## src/sv/ffha_ram.sv

```systemverilog
// ---------------------------------------------------------------------------
// ffha_ram
// Generic simple dual-port RAM, one write and one registered read port.
// ---------------------------------------------------------------------------
`default_nettype none

module ffha_ram #(
  parameter int WIDTH = 8,
  parameter int DEPTH = 16
) (
  input  wire logic                     clk_i,
  input  wire logic                     we_i,
  input  wire logic [$clog2(DEPTH)-1:0] waddr_i,
  input  wire logic [WIDTH-1:0]         wdata_i,
  input  wire logic                     re_i,
  input  wire logic [$clog2(DEPTH)-1:0] raddr_i,
  output logic      [WIDTH-1:0]         rdata_o
);

  logic [WIDTH-1:0] mem_q [DEPTH];

  always_ff @(posedge clk_i) begin
    if (we_i) begin
      mem_q[waddr_i] <= wdata_i;
    end
    if (re_i) begin
      rdata_o <= mem_q[raddr_i];
    end
  end

endmodule

`default_nettype wire

```

## config.mk

```make
export PLATFORM = sky130hd
export DESIGN_NAME = ffha_ram
export DESIGN_NICKNAME = d
export VERILOG_FILES = /design/src/sv/ffha_ram.sv
export SDC_FILE = /design/constraint.sdc
export NUM_CORES = 1
export LEC_CHECK = 0
export ABC_AREA = 1
export BUFFER_PORTS_ARGS = -buffer_cell sky130_fd_sc_hd__buf_2
export CORE_MARGIN = 8
export CORE_UTILIZATION = 60
export CTS_CLUSTER_DIAMETER = 200
export DETAILED_ROUTE_END_ITERATION = 8
export PLACE_DENSITY = 0.78
export SLEW_MARGIN = 25
export SYNTH_ARGS = -nofsm -noshare
export SYNTH_HDL_FRONTEND = slang
export SYNTH_SLANG_ARGS = --single-unit
```

## constraint.sdc

```tcl
create_clock -name clk_i -period 4.01 [get_ports clk_i]
set_clock_uncertainty 0.15 [all_clocks]
set_input_delay 0.802 -clock clk_i [delete_from_list [all_inputs] [get_ports clk_i]]
set_output_delay 0.802 -clock clk_i [all_outputs]
set_load 0.05 [all_outputs]
```

**After elaboration in Yosys (flattened, before gate mapping)**

Memories as Yosys holds them, arrays and structs flattened. A register that Yosys moved wholly into a read port is not among the register bits.
Index checks and enable logic that the tools add are counted.

- Multiplexer cells: 2

Operators by type and width:

| operator | number |
|---|---|
| $mux 1 | 2 |

- Flip-flop bits (word level): 0
- Bits in writable memories: 128
- Bits of input ports: 19
- Output and inout bits: 8
- Logic and storage cells: 3
- Memories: 1

Memories:

| memory | depth | bits a word | read ports | clocked after Yosys merged registers in | write ports | RTL line | source |
|---|---|---|---|---|---|---|---|
| mem_q | 16 | 8 | 1 | 1 | 1 | 20 | `logic [WIDTH-1:0] mem_q [DEPTH];` |

**Longest topological paths before layout**

Gate-level depths: netlist of the first run.

- Depth after elaboration: 2
- Mapped depth: 8
- Mapped depth without buffers: 7

**Worst setup path before layout of the first run**

No wires, ideal clock.

- Path type: input port to flip-flop
- From: input port waddr_i[2]
- To: memory mem_q[10][0], enable pin
- Setup time: 0.370 ns
- Data arrival time: 1.383 ns
- Required time: 3.490 ns
- Slack: 2.107 ns
- Stages on the path: 2
- Buffers on the path: 0
- Cell sequence: nand3b_1 > nor2_1

RTL lines:

| what | RTL line | source |
|---|---|---|
| from (decl) | 13 | `input wire logic [$clog2(DEPTH)-1:0] waddr_i,` |
| to (decl) | 20 |  |

No word-level cell before the write port.

==> metrics.csv, run 1 <==
stage;metric;value;unit
status;status;finished clean;
critical_path;r2r_slack;2.65;ns
timing;final-setup-viol-count;0;
floorplan;io_pins;27;
critical_path;cp.depth;8;
timing;grt_setup_unrepaired;false;
worst_hold_path;hold_depth;1;
critical_path;max_stage_delay;0.67;ns
cts;post_cts.repair.setup_buffers;0;
routing;drt-total-wl;13.05;mm
timing;max_freq;450.6;MHz
yosys;netlist-cell-type-count;11;
place;dp_hpwl;7.651;mm
timing;fin_ws;1.791;ns
floorplan;start_util;0.6094;
floorplan;die_w;114.7;µm
cts;cts_resized;0;
cts;cts_buffer_depth;2;
yosys;postSynthCellCount;551;
cts;clk_latency;0.54;ns
global_route;first_global_vias;3834;
cells_and_area;final_cells;719;
cts;htree_levels;4;
critical_path;path_buf_inv;2;
cts;cts_made_buffers;17;
timing;drv_slew;0;
critical_path;cp.arrival;2.36;ns
routing;drc;0;
yosys;synth.largest_area_cell;edfxtp_1;
yosys;postSynthAreaPerCell;10.61;µm²
critical_path;crit_path_top_delay_cell;clkinv_2;
critical_path;crit_top_cell;nand2_1;
cells_and_area;drive_gt1_frac;0.09727;
worst_hold_path;hold_class;primary input to register;
place;io_buffers;26;
critical_path;critical-path-top-delay-family;buffers and inverters;
yosys;synth.ff_latch_count;136;
floorplan;core;9594;µm²
routing;vias;3951;
floorplan;die_area;13160;µm²
place;post-place-ws;1.315;ns
critical_path;start_kind;primary input;
yosys;synth_top_area_share;0.6985;
global_route;antenna_found_initial;0;
routing;drtAntennaViolNets;0;
yosys;yosys-top-cells-area;edfxtp_1, nand2_1, nand3_1;
place;place.gp.congestion;0.8269;
yosys;yosysSeqAreaShare;0.6985;
cells_and_area;nFillCells;710;
routing;vias_per_cell;5.495;
global_route;grtUsageTotal;0.2131;
yosys;syn_nets;570;
global_route;grt_pass1_wl;20.52;mm
floorplan;row_count;36;
timing;tns;0;ns
floorplan;die_h;114.7;µm
routing;drt_iter0_markers;426;
timing;maxSlewHeadroom;0.3565;
cells_and_area;areaGrowthSynthToFinish;11.41;%
worst_hold_path;hp-start;re_i;
timing;hold_viol_final;0;
global_route;grt_start_max_net_pins;65;
critical_path;r2r_cells;6;
routing;routedWlPerCell;18.15;µm
critical_path;end_kind;register;
cts;clk_pin_slew_worst_paths;0.06;ns
critical_path;crit_type;primary input to register;
power_and_ir_drop;p_per_area;491.9;nW/µm²
cells_and_area;antenna_cells;0;
cts;ctsRootBufferMaster;clkbuf_8;
timing;worst_pin_slew;0.9618;ns
critical_path;path_cells;buf_2 > clkinv_2 > nand2_1 > nand2_1 > nand2_1 > nand3_1 > nand3_1 > nand2_1;
cts;cts.sinks;136;
critical_path;reg2reg_from;mem_q[1][7];
timing;layout_worst_path_cycle_share;0.5534;
worst_hold_path;min_to;rdata_o[7];
critical_path;required;4.15;ns
critical_path;r2r_end;rdata_o[7];
cells_and_area;fin_nets;592;
cts;ctsHoldBuffers;0;
yosys;netlist_area;5847;µm²
power_and_ir_drop;p_leak;2.787;nW
yosys;ys_warn_count;0;
run;maxCapViolations;0;
critical_path;path_max_fanout;64;
routing;firstDrtPassIters;5;
cells_and_area;final_util;0.6789;
cts;cts_tree;built;
timing;hold_ws;0.4770;ns
timing;layout_min_cycle_time;2.219;ns
power_and_ir_drop;ir_worst_vdd;0.0003725;V
global_route;grt_overflow_total;0;
place;placed_cells_incl_taps;687;
==> cell usage in the layout (no fill, tap or decap) <==
cell type     n
inv_6         1
inv_2         1
clkinvlp_4    3
clkinv_4      2
bufinv_16     1
clkbuf_8      1
nor2_1       17
nand3b_1      2
buf_4         1
clkinv_2      5
clkbuf_1      2
nand2_1     173
inv_1       100
clkinv_1      2
edfxtp_1    136
clkbuf_16    16
buf_2        26
nand3_1      97
==> cell type report <==
type                            instances  area (µm²)  area share
Inverter                              102       384.1     0.05897
Timing Repair Buffer                   27       137.6     0.02113
Clock buffer                           19       421.7     0.06473
Clock inverter                         13       106.4     0.01633
Tap cell                              133       166.4     0.02555
Multi-Input combinational cell        289        1214      0.1863
Sequential cell                       136        4084      0.6270
==> kinds of logic after synthesis <==
family        Yosys count  synth area share
buf+inv               126           0.09394
simple gates          289            0.2076
flops                 136            0.6985
==> where the power goes <==
part	total [mW]	internal, mW	switching [mW]
clock network	1.38	0.814	0.571
registers	1.61	1.60	0.00860
logic	0.208	0.0490	0.159
==> stage by stage <==
step                area (µm²)  total power, mW
floorplan                 5847            1.775
global placement          5984            1.838
detailed placement        5984            1.843
CTS                       6513            3.203
global route              6514            3.302
finish                    6514            3.204
==> registers in the layout (all words and copies together) (netlist names) <==
register,count
mem_q,128
rdata_o,8
==> routing by layer <==
layer,GRT usage,wire (µm)
met5,0,0
met4,0.1033,417
met3,0.06487,1257
met2,0.3136,5941
met1,0.2834,5434
==> worst register-to-register path, delay by kind of cell, from the launching register on <==
family | cells | cell delay, ns
flip-flops | 1 | 0.36
AND/OR/NAND/NOR | 5 | 0.52
buffers and inverters | 1 | 0.08
==> cell usage after synthesis (all sizes together) <==
cell type  instances
nand2            173
nand3             97
nor2              17
edfxtp           136
inv              102
nand3b             2
buf               24
==> how the worst max path moves through the flow <==
| stage | start | end |
|---|---|---|
| floorplan | waddr_i[2] | mem_q[10][0] |
| global placement | raddr_i[1] | rdata_o[5] |
| detailed placement | raddr_i[1] | rdata_o[5] |
| CTS | raddr_i[0] | rdata_o[2] |
| global route | raddr_i[0] | rdata_o[0] |
| finish | raddr_i[0] | rdata_o[0] |
Power figures use the tool's default switching activity.
==> inputs of run 2 (changes only) <==
--- a/config.mk
+++ b/config.mk
@@ -8,10 +8,10 @@
 export ABC_AREA = 1
 export BUFFER_PORTS_ARGS = -buffer_cell sky130_fd_sc_hd__buf_2
 export CORE_MARGIN = 8
-export CORE_UTILIZATION = 60
+export CORE_UTILIZATION = 55
 export CTS_CLUSTER_DIAMETER = 200
 export DETAILED_ROUTE_END_ITERATION = 8
-export PLACE_DENSITY = 0.78
+export PLACE_DENSITY = 0.75
 export SLEW_MARGIN = 25
 export SYNTH_ARGS = -nofsm -noshare
 export SYNTH_HDL_FRONTEND = slang
==> constraint.sdc (replaced) <==
create_clock -name clk_i -period 2 [get_ports clk_i]
set_clock_uncertainty 0.15 [all_clocks]
set_input_delay 0.4 -clock clk_i [delete_from_list [all_inputs] [get_ports clk_i]]
set_output_delay 0.4 -clock clk_i [all_outputs]
set_load 0.05 [all_outputs]
==> run 2 against run 1 <==
Against the previous run: critical path type is now register to output port; clock power grew 120%; final area grew 3.8%; sequential power up 100%; routed wire length decreased by 1.5%; die area is 7.8% higher; worst setup slack worse by 1.5 ns.
==> metrics.csv, run 2 (synthesis results as in run 1) <==
stage;metric;value;unit
status;status;finished clean;
routing;vias;3931;
power_and_ir_drop;p_leak;2.941;nW
critical_path;cp.arrival;1.14;ns
cts;ctsRootBufferMaster;clkbuf_8;
power_and_ir_drop;ir_worst_vdd;0.0005289;V
cts;cts_resized;0;
critical_path;r2r_slack;0.66;ns
routing;drt_iter0_markers;398;
worst_hold_path;hold_class;primary input to register;
routing;firstDrtPassIters;5;
cts;cts_buffer_depth;2;
critical_path;start_kind;register;
power_and_ir_drop;p_int;5.204;mW
critical_path;crit_type;register to output port;
critical_path;crit_path_top_delay_cell;edfxtp_1;
cts;post_cts.repair.setup_buffers;0;
power_and_ir_drop;comb_power_share;0.065;
cells_and_area;top_register;mem_q;
cells_and_area;antenna_cells;0;
floorplan;start_util;0.5664;
critical_path;r2r_end;rdata_o[0];
global_route;grt_start_max_net_pins;55;
place;dp_hpwl;7.929;mm
global_route;grtUsageTotal;0.1898;
critical_path;end_kind;output port;
global_route;first_global_vias;3918;
worst_hold_path;min_to;rdata_o[7];
routing;drt-total-wl;12.86;mm
timing;layout_min_cycle_time;1.686;ns
cells_and_area;final_util;0.6547;
cts;cts.sinks;136;
timing;maxSlewHeadroom;0.5811;
cts;clk_latency;0.53;ns
global_route;antenna_found_initial;0;
global_route;grt_overflow_total;0;
power_and_ir_drop;switching_share;0.2212;
timing;hold_viol_final;0;
cells_and_area;areaGrowthSynthToFinish;15.60;%
place;place.gp.congestion;0.8804;
floorplan;die_w;119.1;µm
run;maxCapViolations;0;
floorplan;io_pins;27;
critical_path;r2r_cells;6;
cts;htree_levels;4;
timing;layout_worst_path_cycle_share;0.8430;
timing;grt_setup_unrepaired;false;
cells_and_area;reg_top3;mem_q (128), rdata_o (8);
power_and_ir_drop;power_frac_seq;0.483;
worst_hold_path;hold_depth;1;
routing;drc;0;
power_and_ir_drop;finalPower;6.682;mW
place;io_buffers;26;
power_and_ir_drop;p_clk_frac;0.451;
routing;vias_per_cell;5.284;
critical_path;path_buf_inv;1;
critical_path;path_max_fanout;1;
timing;final-setup-viol-count;0;
timing;tns;0;ns
cells_and_area;seqCellArea;4084;µm²
power_and_ir_drop;p_per_area;988.6;nW/µm²
critical_path;max_stage_delay;0.34;ns
cts;ctsHoldBuffers;0;
cts;clk_pin_slew_worst_paths;0.06;ns
critical_path;required;1.45;ns
cells_and_area;drive_gt1_frac;0.1349;
routing;drtAntennaViolNets;0;
floorplan;core;10320;µm²
critical_path;reg2reg_from;mem_q[7][0];
floorplan;row_count;37;
critical_path;critical-path-top-delay-family;flip-flops;
cts;cts_made_buffers;17;
global_route;grt_pass1_wl;20.51;mm
floorplan;die_h;119.1;µm
cells_and_area;fin_nets;615;
timing;max_freq;593.1;MHz
worst_hold_path;hp-start;re_i;
routing;routedWlPerCell;17.29;µm
timing;worst_pin_slew;0.6274;ns
cts;cts_tree;built;
cells_and_area;multi_input_area;1214;µm²
cells_and_area;nFillCells;783;
critical_path;path_cells;buf_2;
floorplan;die_area;14190;µm²
timing;drv_slew;0;
cells_and_area;mostFrequentLayoutCell;nand2_1;
power_and_ir_drop;net-switching-power;1.478;mW
cells_and_area;largest_register_ffs;128;
cells_and_area;layout.cells.most_common_list;nand2_1, edfxtp_1, inv_1, nand3_1, buf_2;
[run 2: cell count changes in the layout (fill, tap and decap cells not counted)]
cell,delta
buf_4,+21
clkbuf_1,-2
clkinv_1,-1
inv_2,+1
inv_6,-1
buf_12,+2
bufinv_16,+2
[run 2: worst max path at each step]
stage	startpoint	to	slack, ns	cells past startpoint
finish	rdata_o[3]	rdata_o[3]	0.31	1
global route	rdata_o[0]	rdata_o[0]	0.27	1
CTS	rdata_o[4]	rdata_o[4]	0.29	1
detailed placement	raddr_i[0]	rdata_o[4]	0.15	8
global placement	raddr_i[0]	rdata_o[4]	0.21	8
floorplan	waddr_i[2]	mem_q[10][0]	0.50	2
[run 2: through the flow]
step / hold slack (ns) / area (µm²) / cells / setup WS (ns)
floorplan: 0.3489 / 5847 / 551 / 0.4992
global placement: 0.5824 / 6186 / 713 / 0.2091
detailed placement: 0.6019 / 6186 / 713 / 0.1521
CTS: 0.06929 / 6759 / 744 / 0.2904
global route: 0.07050 / 6759 / 744 / 0.2708
finish: 0.07959 / 6759 / 744 / 0.3139
[run 2: per-layer routing]
metal | vias up | global-route usage | routed length [µm]
met5 | - | 0 | 0
met4 | 0 | 0.08063 | 350
met3 | 33 | 0.05621 | 875
met2 | 158 | 0.2908 | 6091
met1 | 1874 | 0.2473 | 5544
li1 | 1866 | - | -
[run 2: area by class of cell]
cell class / instances / area share
Inverter: 102 / 0.05665
Sequential cell: 136 / 0.6042
Multi-Input combinational cell: 289 / 0.1796
Clock buffer: 17 / 0.06127
Clock inverter: 14 / 0.02351
Timing Repair Buffer: 50 / 0.04961
Tap cell: 136 / 0.02518
[run 2: power groups by stage]
stage | clock network, mW | logic, mW | registers, mW
2_1_floorplan | 0 | 0.225 | 3.33
6_report | 3.02 | 0.437 | 3.23
3_5_place_dp | 0 | 0.436 | 3.29
3_3_place_gp | 0 | 0.424 | 3.28
5_1_grt | 3.16 | 0.480 | 3.23
4_1_cts | 3.04 | 0.439 | 3.23
==> inputs of run 3 (changes only) <==
==> constraint.sdc (replaced) <==
create_clock -name clk_i -period 1.5 [get_ports clk_i]
set_clock_uncertainty 0.15 [all_clocks]
set_input_delay 0.3 -clock clk_i [delete_from_list [all_inputs] [get_ports clk_i]]
set_output_delay 0.3 -clock clk_i [all_outputs]
set_load 0.05 [all_outputs]
==> run 3 against run 2 <==
Against the previous run: the flow now finishes with violations (setup timing); die area did not move; utilization is 0.92 points higher; critical endpoint is now rdata_o[0]; register-to-register slack worse by 0.52 ns; count of clock-buffer cells in the layout rose by 1; final cell count grew 0.13%; highest routed layer unchanged; hold slack worse by 0.028 ns; critical path type unchanged; combinational power increased by 39%; critical path depth unchanged.
==> metrics.csv, run 3 (synthesis results as in run 1) <==
stage;metric;value;unit
floorplan;start_util;0.5664;
routing;drtAntennaViolNets;0;
timing;worst_pin_slew;0.6233;ns
global_route;grt_start_max_net_pins;33;
critical_path;crit_type;register to output port;
floorplan;die_w;119.1;µm
place;dpl_cell_area;6203;µm²
floorplan;die_h;119.1;µm
critical_path;path_max_fanout;1;
floorplan;row_count;37;
global_route;grt_pass1_wl;20.64;mm
cts;cts.sinks;136;
run;maxCapViolations;0;
cells_and_area;antenna_cells;0;
timing;maxSlewHeadroom;0.5839;
routing;firstDrtPassIters;5;
floorplan;die_area;14190;µm²
critical_path;crit_path_top_delay_cell;edfxtp_1;
critical_path;end_kind;output port;
cts;clk_pin_slew_worst_paths;0.06;ns
critical_path;critical-path-top-delay-family;flip-flops;
status;violations;setup timing;
routing;routedWlPerCell;17.70;µm
timing;max_freq;628.9;MHz
cells_and_area;final_design_area_no_fill;6854;µm²
floorplan;core;10320;µm²
timing;tns;-0.5315;ns
global_route;grt_overflow_total;0;
critical_path;path_cells;buf_6;
cells_and_area;nFillCells;754;
cts;post_cts.repair.setup_buffers;0;
cts;ctsRootBufferMaster;clkbuf_8;
cells_and_area;mostFrequentLayoutCell;nand2_1;
power_and_ir_drop;ir_worst_vdd;0.0008526;V
cells_and_area;fin_nets;615;
cts;clk_latency;0.51;ns
critical_path;max_stage_delay;0.44;ns
routing;drt_iter0_markers;475;
cells_and_area;final_util;0.6639;
timing;fin_ws;-0.09018;ns
place;place.gp.congestion;0.8673;
status;status;finished with violations;
timing;final-setup-viol-count;8;
critical_path;start_kind;register;
global_route;grtUsageTotal;0.1921;
critical_path;cp.arrival;1.14;ns
place;io_buffers;26;
global_route;antenna_found_initial;0;
floorplan;io_pins;27;
cts;cts_buffer_depth;2;
cells_and_area;largest_register_ffs;128;
global_route;first_global_vias;3877;
worst_hold_path;hold_class;primary input to register;
timing;layout_min_cycle_time;1.590;ns
routing;vias_per_cell;5.365;
power_and_ir_drop;p_leak;2.975;nW
timing;layout_worst_path_cycle_share;1.060;
cells_and_area;drive_gt1_frac;0.1346;
cells_and_area;layout.cells.most_common_list;nand2_1, edfxtp_1, inv_1, nand3_1, buf_4;
routing;drc;0;
critical_path;path_buf_inv;1;
routing;vias;3997;
cells_and_area;top_register;mem_q;
cells_and_area;reg_top3;mem_q (128), rdata_o (8);
cts;cts_tree;built;
cts;cts_made_buffers;17;
critical_path;required;1.05;ns
timing;drv_slew;0;
cts;htree_levels;4;
timing;grt_setup_unrepaired;true;
cells_and_area;areaGrowthSynthToFinish;17.23;%
power_and_ir_drop;p_per_area;1315;nW/µm²
place;dp_hpwl;7.966;mm
timing;hold_viol_final;0;
routing;drt-total-wl;13.18;mm
-- run 3: what timing repair did --
| item | in CTS | in global routing |
|---|---|---|
| endpoints found under the setup margin | 8 | 8 |
| endpoints found under the hold margin | 4 | 0 |
| hold buffers | 1 | 0 |
| resized for setup | 16 | 0 |
-- run 3: final timing paths --
| check | cells after the start | from | slack, ns | end |
|---|---|---|---|---|
| setup / recovery | 1 | rdata_o[0] | -0.09 | rdata_o[0] |
| hold / removal | 1 | wdata_i[7] | 0.05 | mem_q[0][7] |
| setup reg to reg | 6 | mem_q[5][6] | 0.14 | rdata_o[6] |
| hold reg to reg | 6 | mem_q[10][6] | 0.60 | rdata_o[6] |
-- run 3: cell type report --
| type | instances | area [µm²] | share of cell area |
|---|---|---|---|
| flip-flops and latches | 136 | 4084 | 0.5958 |
| well taps | 136 | 170.2 | 0.02483 |
| multi-input cells | 289 | 1214 | 0.1771 |
| inverters | 102 | 382.9 | 0.05586 |
| repair buffers | 50 | 412.9 | 0.06024 |
| clock buffers | 18 | 417.9 | 0.06097 |
| clock inverters | 14 | 172.7 | 0.02519 |
-- run 3: through the flow --
stage	cells	hold slack (ns)	setup WS (ns)	power, mW
2_1_floorplan	551	0.2489	0.09916	4.745
3_3_place_gp	712	0.5270	-0.1626	4.957
3_5_place_dp	712	0.5325	-0.1844	4.971
4_1_cts	745	0.04287	-0.1041	9.047
5_1_grt	745	0.04221	-0.1124	9.280
6_report	745	0.05134	-0.09018	9.013
-- run 3: per-layer routing --
layer  GRT usage  share of wire
met5           0              0
met3     0.04062          0.072
met4     0.09881          0.029
met1      0.2466           0.41
met2      0.3028           0.49
-- run 3: power by group --
group          leakage (nW)  switching [mW]  total (mW)  internal (mW)
clock network         0.286            1.55        4.09           2.54
registers              1.24          0.0331        4.32           4.28
logic                  1.45           0.424       0.609          0.185
